## src/rtl/core/lsfb_pkg.sv

```systemverilog
package lsfb_pkg;

	localparam int CH_W   = 7;
	localparam int ROW_W  = 3 * CH_W;
	localparam int PROD_W = 2 * CH_W;
	localparam int IDX_W  = 8;

	localparam logic [1:0] OP_SET     = 2'd0;
	localparam logic [1:0] OP_GET     = 2'd1;
	localparam logic [1:0] OP_FADE    = 2'd2;
	localparam logic [1:0] OP_REFRESH = 2'd3;

	// Reciprocal division: q0 = (p * floor(2^DIV_SHIFT / d)) >> DIV_SHIFT, then one fix-up.
	localparam int DIV_SHIFT  = 21;
	localparam int RECIP_W    = DIV_SHIFT + 1;
	localparam int FADE_DIV   = 100;
	localparam int FADE_RECIP = (1 << DIV_SHIFT) / FADE_DIV;

	typedef enum logic [2:0] {
		K_SET,
		K_GET,
		K_FADE,
		K_REFRESH,
		K_REJECT,
		K_HEAD,
		K_BYTE,
		K_TAIL
	} kind_t;

	typedef enum logic [1:0] {
		BS_IDLE,
		BS_ISSUE,
		BS_DRAIN
	} back_state_t;

	typedef struct packed {
		kind_t             kind;
		logic [IDX_W-1:0]  led;
		logic [ROW_W-1:0]  row;
		logic [CH_W-1:0]   factor;
		logic [CH_W-1:0]   fade_floor;
	} cmd_t;

endpackage

```

## src/rtl/core/lsfb_ram.sv

```systemverilog
module lsfb_ram #(
	parameter int WIDTH = 21,
	parameter int DEPTH = 16
) (
	input  logic                                   clk,
	input  logic                                   we,
	input  logic [((DEPTH > 1) ? $clog2(DEPTH) : 1)-1:0] waddr,
	input  logic [WIDTH-1:0]                       wdata,
	input  logic [((DEPTH > 1) ? $clog2(DEPTH) : 1)-1:0] raddr,
	output logic [WIDTH-1:0]                       rdata
);

	logic [WIDTH-1:0] mem_q [DEPTH];

	always_ff @(posedge clk) begin
		if (we) begin
			mem_q[waddr] <= wdata;
		end
		rdata <= mem_q[raddr];
	end

endmodule

```

## src/rtl/core/lsfb_front.sv

```systemverilog
module lsfb_front
	import lsfb_pkg::*;
#(
	parameter int LED_TOTAL = 16
) (
	input  logic              start,
	input  logic              full,
	input  logic [1:0]        operation,
	input  logic [IDX_W-1:0]  pixel_index,
	input  logic [23:0]       colour_in,
	input  logic [CH_W-1:0]   fade_percent,
	input  logic [CH_W-1:0]   fade_floor,
	output logic              push,
	output cmd_t              cmd
);

	logic in_range;

	assign push     = start && !full;
	assign in_range = pixel_index < IDX_W'(LED_TOTAL);

	always_comb begin
		cmd.led        = pixel_index;
		// keep the top seven bits of each channel: green, red, blue from high to low
		cmd.row        = {colour_in[15:9], colour_in[23:17], colour_in[7:1]};
		// clamp percent to one hundred, keep the remaining share
		cmd.factor     = (fade_percent > CH_W'(FADE_DIV)) ? '0 : CH_W'(FADE_DIV) - fade_percent;
		cmd.fade_floor = fade_floor;
		unique case (operation)
			OP_SET:     cmd.kind = in_range ? K_SET : K_REJECT;
			OP_GET:     cmd.kind = in_range ? K_GET : K_REJECT;
			OP_FADE:    cmd.kind = in_range ? K_FADE : K_REJECT;
			OP_REFRESH: cmd.kind = K_REFRESH;
			default:    cmd.kind = K_REJECT;
		endcase
	end

endmodule

```

## src/rtl/core/lsfb_queue.sv

```systemverilog
module lsfb_queue
	import lsfb_pkg::*;
(
	input  logic clk,
	input  logic arst_n,
	input  logic push,
	input  cmd_t cmd_in,
	output logic full,
	input  logic pop,
	output cmd_t cmd_out,
	output logic empty
);

	cmd_t       slot_q [2];
	logic       wr_ptr_q;
	logic       rd_ptr_q;
	logic [1:0] count_q;

	assign full    = count_q == 2'd2;
	assign empty   = count_q == 2'd0;
	assign cmd_out = slot_q[rd_ptr_q];

	always_ff @(posedge clk) begin
		if (push) begin
			slot_q[wr_ptr_q] <= cmd_in;
		end
	end

	always_ff @(posedge clk or negedge arst_n) begin
		if (!arst_n) begin
			wr_ptr_q <= 1'b0;
			rd_ptr_q <= 1'b0;
			count_q  <= 2'd0;
		end else begin
			if (push) begin
				wr_ptr_q <= ~wr_ptr_q;
			end
			if (pop) begin
				rd_ptr_q <= ~rd_ptr_q;
			end
			if (push && !pop) begin
				count_q <= count_q + 2'd1;
			end else if (pop && !push) begin
				count_q <= count_q - 2'd1;
			end
		end
	end

endmodule

```

## src/rtl/core/lsfb_back.sv

```systemverilog
module lsfb_back
	import lsfb_pkg::*;
#(
	parameter int LED_TOTAL       = 16,
	parameter int BRIGHTNESS_FULL = 127
) (
	input  logic             clk,
	input  logic             arst_n,
	input  logic             empty,
	input  cmd_t             cmd,
	output logic             pop,
	input  logic [CH_W-1:0]  brightness,
	output logic             result_valid,
	output logic [7:0]       wire_byte,
	output logic [23:0]      colour_out,
	output logic             index_rejected,
	output logic             last
);

	localparam int LED_W   = (LED_TOTAL > 1) ? $clog2(LED_TOTAL) : 1;
	localparam int CNT_MAX = 3 * LED_TOTAL + 1;
	localparam int CNT_W   = $clog2(CNT_MAX + 1);
	localparam int BF_RECIP = (1 << DIV_SHIFT) / BRIGHTNESS_FULL;

	localparam logic [RECIP_W-1:0] BF_M   = RECIP_W'(BF_RECIP);
	localparam logic [RECIP_W-1:0] FADE_M = RECIP_W'(FADE_RECIP);
	localparam logic [CH_W-1:0]    BF_D   = CH_W'(BRIGHTNESS_FULL);
	localparam logic [CH_W-1:0]    FADE_D = CH_W'(FADE_DIV);
	localparam logic [PROD_W-1:0]  CH_MAX = PROD_W'((1 << CH_W) - 1);

	function automatic logic [PROD_W-1:0] recip_quot(input logic [PROD_W-1:0] p,
			input logic [RECIP_W-1:0] m);
		logic [PROD_W+RECIP_W-1:0] prod;
		prod = (PROD_W+RECIP_W)'(p) * (PROD_W+RECIP_W)'(m);
		return PROD_W'(prod >> DIV_SHIFT);
	endfunction

	// estimate is low by at most one: add it back when the remainder reaches d
	function automatic logic [PROD_W-1:0] fix_quot(input logic [PROD_W-1:0] p,
			input logic [PROD_W-1:0] q0, input logic [CH_W-1:0] d);
		logic [PROD_W+CH_W-1:0] qd;
		logic [PROD_W+CH_W-1:0] rem;
		qd  = (PROD_W+CH_W)'(q0) * (PROD_W+CH_W)'(d);
		rem = (PROD_W+CH_W)'(p) - qd;
		return (rem >= (PROD_W+CH_W)'(d)) ? q0 + PROD_W'(1) : q0;
	endfunction

	function automatic logic [CH_W-1:0] pick(input logic [ROW_W-1:0] row, input logic [1:0] sub);
		case (sub)
			2'd0:    return row[CH_W-1:0];
			2'd1:    return row[2*CH_W-1:CH_W];
			default: return row[3*CH_W-1:2*CH_W];
		endcase
	endfunction

	back_state_t state_q, state_d;
	cmd_t        cur_q;
	logic [CNT_W-1:0] cnt_q;
	logic [LED_W-1:0] led_q;
	logic [1:0]       sub_q;
	logic [LED_TOTAL-1:0] row_valid_q;

	logic       ent_vld;
	kind_t      ent_kind;
	logic [LED_W-1:0] raddr;

	// stage 1: read data lands
	logic             vld_s1;
	kind_t            kind_s1;
	logic [1:0]       sub_s1;
	logic [LED_W-1:0] led_s1;
	logic             rowv_s1;
	logic [ROW_W-1:0] data_s1;
	logic [CH_W-1:0]  factor_s1;
	logic [CH_W-1:0]  floor_s1;
	logic [ROW_W-1:0] rdata;
	logic [ROW_W-1:0] row_rd;

	// stage 2: products
	logic              vld_s2;
	kind_t             kind_s2;
	logic [LED_W-1:0]  led_s2;
	logic [ROW_W-1:0]  row_s2;
	logic [PROD_W-1:0] pb_s2;
	logic [PROD_W-1:0] pf_s2 [3];
	logic [2:0]        nz_s2;
	logic [CH_W-1:0]   floor_s2;

	// stage 3: quotient estimates
	logic              vld_s3;
	kind_t             kind_s3;
	logic [LED_W-1:0]  led_s3;
	logic [ROW_W-1:0]  row_s3;
	logic [PROD_W-1:0] pb_s3;
	logic [PROD_W-1:0] qb_s3;
	logic [PROD_W-1:0] pf_s3 [3];
	logic [PROD_W-1:0] qf_s3 [3];
	logic [2:0]        nz_s3;
	logic [CH_W-1:0]   floor_s3;

	logic [PROD_W-1:0] qb;
	logic [CH_W-1:0]   scaled;
	logic [CH_W-1:0]   faded [3];
	logic              we;
	logic [ROW_W-1:0]  wdata;

	logic [7:0]        wire_byte_d;
	logic [23:0]       colour_d;
	logic              rejected_d;
	logic              last_d;

	always_ff @(posedge clk or negedge arst_n) begin
		if (!arst_n) begin
			state_q <= BS_IDLE;
		end else begin
			state_q <= state_d;
		end
	end

	always_comb begin
		state_d  = state_q;
		pop      = 1'b0;
		ent_vld  = 1'b0;
		ent_kind = cur_q.kind;
		unique case (state_q)
			BS_IDLE: begin
				if (!empty) begin
					pop     = 1'b1;
					state_d = BS_ISSUE;
				end
			end
			BS_ISSUE: begin
				ent_vld = 1'b1;
				if (cur_q.kind == K_REFRESH) begin
					if (cnt_q == '0) begin
						ent_kind = K_HEAD;
					end else if (cnt_q == CNT_W'(CNT_MAX)) begin
						ent_kind = K_TAIL;
					end else begin
						ent_kind = K_BYTE;
					end
					if (cnt_q == CNT_W'(CNT_MAX)) begin
						state_d = BS_DRAIN;
					end
				end else begin
					state_d = BS_DRAIN;
				end
			end
			BS_DRAIN: begin
				// wait for the write-back so the next item reads fresh rows
				if (!(vld_s1 || vld_s2 || vld_s3)) begin
					state_d = BS_IDLE;
				end
			end
			default: state_d = BS_IDLE;
		endcase
	end

	assign raddr = (ent_kind == K_BYTE) ? led_q : cur_q.led[LED_W-1:0];

	always_ff @(posedge clk) begin
		if (pop) begin
			cur_q <= cmd;
		end
	end

	always_ff @(posedge clk or negedge arst_n) begin
		if (!arst_n) begin
			cnt_q <= '0;
			led_q <= '0;
			sub_q <= 2'd0;
		end else if (pop) begin
			cnt_q <= '0;
			led_q <= '0;
			sub_q <= 2'd0;
		end else if (ent_vld) begin
			cnt_q <= cnt_q + CNT_W'(1);
			if (ent_kind == K_BYTE) begin
				if (sub_q == 2'd2) begin
					sub_q <= 2'd0;
					led_q <= led_q + LED_W'(1);
				end else begin
					sub_q <= sub_q + 2'd1;
				end
			end
		end
	end

	lsfb_ram #(
		.WIDTH(ROW_W),
		.DEPTH(LED_TOTAL)
	) u_store (
		.clk  (clk),
		.we   (we),
		.waddr(led_s3),
		.wdata(wdata),
		.raddr(raddr),
		.rdata(rdata)
	);

	always_ff @(posedge clk or negedge arst_n) begin
		if (!arst_n) begin
			vld_s1      <= 1'b0;
			vld_s2      <= 1'b0;
			vld_s3      <= 1'b0;
			row_valid_q <= '0;
		end else begin
			vld_s1 <= ent_vld;
			vld_s2 <= vld_s1;
			vld_s3 <= vld_s2;
			if (we) begin
				row_valid_q[led_s3] <= 1'b1;
			end
		end
	end

	// a row never written reads as zero
	assign row_rd = rowv_s1 ? rdata : '0;

	always_ff @(posedge clk) begin
		kind_s1   <= ent_kind;
		sub_s1    <= sub_q;
		led_s1    <= raddr;
		rowv_s1   <= row_valid_q[raddr];
		data_s1   <= cur_q.row;
		factor_s1 <= cur_q.factor;
		floor_s1  <= cur_q.fade_floor;

		kind_s2  <= kind_s1;
		led_s2   <= led_s1;
		row_s2   <= (kind_s1 == K_SET) ? data_s1 : row_rd;
		pb_s2    <= PROD_W'(pick(row_rd, sub_s1)) * PROD_W'(brightness);
		floor_s2 <= floor_s1;
		for (int i = 0; i < 3; i++) begin
			pf_s2[i] <= PROD_W'(pick(row_rd, 2'(i))) * PROD_W'(factor_s1);
			nz_s2[i] <= pick(row_rd, 2'(i)) != '0;
		end

		kind_s3  <= kind_s2;
		led_s3   <= led_s2;
		row_s3   <= row_s2;
		pb_s3    <= pb_s2;
		qb_s3    <= recip_quot(pb_s2, BF_M);
		nz_s3    <= nz_s2;
		floor_s3 <= floor_s2;
		for (int i = 0; i < 3; i++) begin
			pf_s3[i] <= pf_s2[i];
			qf_s3[i] <= recip_quot(pf_s2[i], FADE_M);
		end
	end

	always_comb begin
		qb     = fix_quot(pb_s3, qb_s3, BF_D);
		// saturate when brightness runs above full scale
		scaled = (qb > CH_MAX) ? CH_MAX[CH_W-1:0] : qb[CH_W-1:0];
		for (int i = 0; i < 3; i++) begin
			logic [PROD_W-1:0] qf;
			qf = fix_quot(pf_s3[i], qf_s3[i], FADE_D);
			faded[i] = (nz_s3[i] && (qf < PROD_W'(floor_s3))) ? floor_s3 : qf[CH_W-1:0];
		end
		we    = vld_s3 && ((kind_s3 == K_SET) || (kind_s3 == K_FADE));
		wdata = (kind_s3 == K_SET) ? row_s3 : {faded[2], faded[1], faded[0]};
	end

	always_ff @(posedge clk or negedge arst_n) begin
		if (!arst_n) begin
			result_valid <= 1'b0;
		end else begin
			result_valid <= vld_s3;
		end
	end

	always_comb begin
		wire_byte_d = 8'd0;
		colour_d    = 24'd0;
		rejected_d  = 1'b0;
		last_d      = 1'b1;
		unique case (kind_s3)
			K_HEAD:   last_d = 1'b0;
			K_BYTE: begin
				wire_byte_d = {1'b1, scaled};
				last_d      = 1'b0;
			end
			K_GET: begin
				colour_d = {row_s3[2*CH_W-1:CH_W], 1'b0, row_s3[3*CH_W-1:2*CH_W], 1'b0,
					row_s3[CH_W-1:0], 1'b0};
			end
			K_REJECT: rejected_d = 1'b1;
			default: ;
		endcase
	end

	always_ff @(posedge clk) begin
		wire_byte      <= wire_byte_d;
		colour_out     <= colour_d;
		index_rejected <= rejected_d;
		last           <= last_d;
	end

endmodule

```

## src/rtl/core/led_strip_frame_buffer_top.sv

```systemverilog
// LED strip frame buffer. Holds a 7-bit blue, red and green value per LED and takes
// one command per start pulse (accepted when start is high and busy is low): set
// stores the top seven bits of each channel of colour_in, get returns the stored
// triple rebuilt as a 24-bit colour, fade scales the three channels of one LED by
// (100 - fade_percent) / 100 with a floor for nonzero channels, and refresh streams
// the frame as wire bytes: a zero byte, every stored channel scaled by
// brightness / BRIGHTNESS_FULL with bit 7 set, then a closing zero byte. For set,
// get and fade, a pixel index at or above LED_TOTAL leaves the store alone and
// comes back with index_rejected set. Results are shown for exactly one cycle under
// result_valid, and last marks the final result of each command; there is no way to
// hold them off, so the receiver must take every result as it comes. Set, get and
// fade each give a single result, which passes the queue, the command register, the
// pipeline and the output registers; a refresh delivers 3 * LED_TOTAL + 2 results on
// consecutive cycles. The back end works through one command at a time over a
// four-stage pipeline (store read, multiply, reciprocal estimate, correction) and
// drains it before the next command so a fade's write-back is seen by what follows.
// A two-entry command queue sits in front, so up to two more commands are taken
// while one runs; busy is high while that queue is full. The store needs no clearing
// pass after reset: a valid bit per LED makes unwritten rows read as zero. brightness
// resets to BRIGHTNESS_FULL and is written through cfg_valid / cfg_ready / cfg_data;
// write it only while no command is outstanding.
module led_strip_frame_buffer_top
	import lsfb_pkg::*;
#(
	parameter int LED_TOTAL       = 16,
	parameter int BRIGHTNESS_FULL = 127
) (
	input  logic              clk,
	input  logic              arst_n,
	input  logic              start,
	output logic              busy,
	input  logic [1:0]        operation,
	input  logic [IDX_W-1:0]  pixel_index,
	input  logic [23:0]       colour_in,
	input  logic [CH_W-1:0]   fade_percent,
	input  logic [CH_W-1:0]   fade_floor,
	input  logic              cfg_valid,
	output logic              cfg_ready,
	input  logic [CH_W-1:0]   cfg_data,
	output logic              result_valid,
	output logic [7:0]        wire_byte,
	output logic [23:0]       colour_out,
	output logic              index_rejected,
	output logic              last
);

	logic            push;
	logic            full;
	logic            empty;
	logic            pop;
	cmd_t            cmd_in;
	cmd_t            cmd_out;
	logic [CH_W-1:0] brightness_q;

	// the user must write brightness only while idle; the block does not enforce it, so take every write at once
	assign cfg_ready = 1'b1;
	assign busy      = full;

	always_ff @(posedge clk or negedge arst_n) begin
		if (!arst_n) begin
			brightness_q <= CH_W'(BRIGHTNESS_FULL);
		end else if (cfg_valid && cfg_ready) begin
			brightness_q <= cfg_data;
		end
	end

	// classify the command and check the index
	lsfb_front #(
		.LED_TOTAL(LED_TOTAL)
	) u_front (
		.start       (start),
		.full        (full),
		.operation   (operation),
		.pixel_index (pixel_index),
		.colour_in   (colour_in),
		.fade_percent(fade_percent),
		.fade_floor  (fade_floor),
		.push        (push),
		.cmd         (cmd_in)
	);

	// decouple intake from execution
	lsfb_queue u_queue (
		.clk    (clk),
		.arst_n (arst_n),
		.push   (push),
		.cmd_in (cmd_in),
		.full   (full),
		.pop    (pop),
		.cmd_out(cmd_out),
		.empty  (empty)
	);

	// execute against the frame store and drive the result ports
	lsfb_back #(
		.LED_TOTAL      (LED_TOTAL),
		.BRIGHTNESS_FULL(BRIGHTNESS_FULL)
	) u_back (
		.clk           (clk),
		.arst_n        (arst_n),
		.empty         (empty),
		.cmd           (cmd_out),
		.pop           (pop),
		.brightness    (brightness_q),
		.result_valid  (result_valid),
		.wire_byte     (wire_byte),
		.colour_out    (colour_out),
		.index_rejected(index_rejected),
		.last          (last)
	);

endmodule

```

## config.mk

```make
export PLATFORM = sky130hd
export DESIGN_NAME = led_strip_frame_buffer_top
export DESIGN_NICKNAME = d
export VERILOG_FILES = /design/src/rtl/core/lsfb_pkg.sv /design/src/rtl/core/lsfb_ram.sv /design/src/rtl/core/lsfb_front.sv /design/src/rtl/core/lsfb_queue.sv /design/src/rtl/core/lsfb_back.sv /design/src/rtl/core/led_strip_frame_buffer_top.sv
export SDC_FILE = /design/constraint.sdc
export NUM_CORES = 2
export LEC_CHECK = 0
export BUFFER_PORTS_ARGS = -buffer_cell sky130_fd_sc_hd__buf_2
export CORE_MARGIN = 2
export CORE_UTILIZATION = 55
export DETAILED_ROUTE_END_ITERATION = 10
export PLACE_DENSITY = 0.71
export SLEW_MARGIN = 20
export SYNTH_ARGS = -nofsm -noshare
export SYNTH_HDL_FRONTEND = slang
export SYNTH_HIERARCHICAL = 1
export SYNTH_SLANG_ARGS = --single-unit
```

## constraint.sdc

```tcl
create_clock -name clk -period 11.8 [get_ports clk]
set_input_delay 2.95 -clock clk [delete_from_list [all_inputs] [get_ports clk]]
set_output_delay 2.95 -clock clk [all_outputs]
set_load 0.02 [all_outputs]
```

==> impl_results.md <==
* Cts repair resizes at 0
* Die outline width at 310.8 µm
* Slowest stage delay, CP at 0.98 ns
* Core area at 93330 µm²
* Ys Warns at 6
* Rel. slew slack at 0.2053
* P per Cell Area at 297.8 nW/µm²
* CTS clk-pin slew, worst paths at 0.06 ns
* Layout overhead on the synthesized area at 8.629%
* Layout cells sized above 1 at 0.1066
* Clock sink count at 818
* # setup viols final at 0
* Fillers at 7367
* Initial DRC Count at 1970
* Maximum vdd drop at 412.8 µV
* Routed Antenna Nets at 0
* Initial Util at 0.5548
* Setup TNS Final at 0 ns
* Slew Viols, Final at 0
* Multi-input gate area at 27700 µm²
* Skew final at 0.03487 ns
* Critical path's slowest cell: a21oi_1
* Hold-fix buffer count after cts at 0
* Root Driver: clkbuf_16
* Final Cycle Share at 0.6773
* CP Launch Type: flop
* Top Ports at 96
* Grt ovf at 0
* H-tree depth at 3
* Antenna Cells at 0
* CP Class: flop to flop
* Min Tclk post-route at 7.992 ns
* Unrepaired setup endpoints after global routing: no
* Largest net degree at the start of global routing at 83
* WHS at 0.3224 ns
* CP max FO at 16
* Fmax at 0.1251 GHz
* Crit-path leading delay family: compound AO/OA/AOI/OAI gates
* Hold wc startpoint: u_back/row_s2[10]
* Number of max-cap violations at 0
* Synth Instances at 4174
* Rows at 112
* Die Span Y at 310.8 µm
* Worst setup startpoint: u_back/qf_s3[0][0]
* Final Hold Viols at 0
* CP arrival at 8.26 ns
* Number of port buffers at 88
* CTS Buffer Depth at 3
* WP data required at 12.07 ns
* Buffers & Inverters on Critical Path at 2
* CTS Buf Count at 84
* Routability Congestion at 0.8723
* Mapped Area at 51780 µm²
* WL/cell at 19.58 µm
* Lkg Pwr at 0.02662 µW
* Hold Crit Class: flop to flop
* Final net count at 5367
* CTS tree: built
* DRC viols at 0
* Outcome: finished, final reports clean
* Pre-antenna DRT Iters at 5
* Mapped Avg Cell Area at 12.41 µm²
* Via count at 31272
* Final wirelength at 109400 µm
* Slew at the pin closest to its max-slew limit at 1.192 ns
* Tot GR Track Use at 0.2304
* First-pass GRT wire length at 174700 µm
* Vias/cell at 5.595
* Placed wire-length estimate at 80830 µm
* Crit end category: flop
* FF+latch area at 21240 µm²
* Critical R2R Launch: u_back/qf_s3[0][0]
* Initial antenna violation count at 4
* Vias in the first global route at 32181
* FF-to-FF setup slack at 3.81 ns
* Latest clock arrival within the worst-skew pair at 0.65 ns
* Die footprint at 96620 µm²
* Setup Buffers After CTS at 0
-- per-stage QoR --
stage,power (µW),utilization,instances,setup slack (ns),cell area [µm²]
floorplan,11750,-,4176,4.989,51790
global placement,13840,0.5723,5433,3.832,53410
detailed placement,14120,0.5723,5433,3.745,53410
CTS,16850,0.6023,5589,3.625,56210
global route,18360,0.6027,5589,3.285,56250
finish,16750,0.6027,5589,3.808,56250
-- cell usage in the layout (no fill, tap or decap), types with 29 or more instances in the layout --
cell type  instances
fa_1             349
inv_1            574
nand3_1           67
o21ai_0           97
nor2b_1           29
buf_2             88
ha_1             694
nand4_1           30
a22oi_1           43
and3_1            86
clkbuf_16         86
mux2_4            37
nor3_1            33
and2_1            56
dfrtp_1           37
mux4_2            48
nor2_1           129
a21o_1            46
xor2_1            51
mux2i_1           32
mux4_1            37
a21oi_1          114
edfxtp_1         462
buf_4             44
nand2_1          203
xnor2_1           88
nand2b_1          32
dfxtp_1          310
-- flip-flops by register name, indices dropped and copies added (netlist names), 14 cells and up --
signal	flops
u_back/cur_q	42
u_back/data_s1	21
u_back/row_s3	21
u_back/pb_s2	14
u_back/pb_s3	14
u_back/qf_s3	24
u_back/pf_s3	36
u_back/u_store/rdata	21
u_back/u_store/mem_q	336
u_back/pf_s2	42
u_back/row_valid_q	16
u_back/colour_out	21
u_queue/slot_q	84
u_back/row_s2	21
-- worst register-to-register path: cells and delay by family, from the launching register on --
kind	cells	cell delay [ns]
adders and majority gates	6	2.01
xor gates and xnor gates	2	0.32
AOI/OAI and AO/OA	12	3.18
DFF	1	0.58
buffers and inverters	2	0.27
and+or+nand+nor	7	1.02
muxes	1	0.25
-- routing by layer --
layer	up-vias	wire length [µm]	GRT usage
met5	-	26	0
met2	882	52200	0.3831
met4	4	3394	0.07301
met1	15372	46630	0.3093
met3	213	7197	0.03899
li1	14801	-	-
-- report_power, final --
part,switching (µW),total (µW),internal [µW]
clock network,1130,2640,1510
logic,5400,9460,4050
registers,623,4650,4030
-- path summary, 6_finish.rpt --
path | endpoint | depth (start not counted)
max | u_back/u_store/mem_q[11][4] | 30
max reg2reg | u_back/u_store/mem_q[11][4] | 30
min | u_back/row_s3[10] | 0
max in group asynchronous | u_queue/rd_ptr_q | 2
min in group asynchronous | u_back/vld_s2 | 2
min reg2reg | u_back/row_s3[10] | 0
-- area by class of cell --
| class | count | share of cell area |
|---|---|---|
| Multi-Input combinational cell | 2651 | 0.4924 |
| Inverter | 578 | 0.03862 |
| Timing Repair Buffer | 132 | 0.01370 |
| Sequential cell | 818 | 0.3776 |
| Clock buffer | 107 | 0.04091 |
| Tap cell | 1254 | 0.02789 |
| Clock inverter | 49 | 0.008898 |
(Power assumes the default switching activity.)
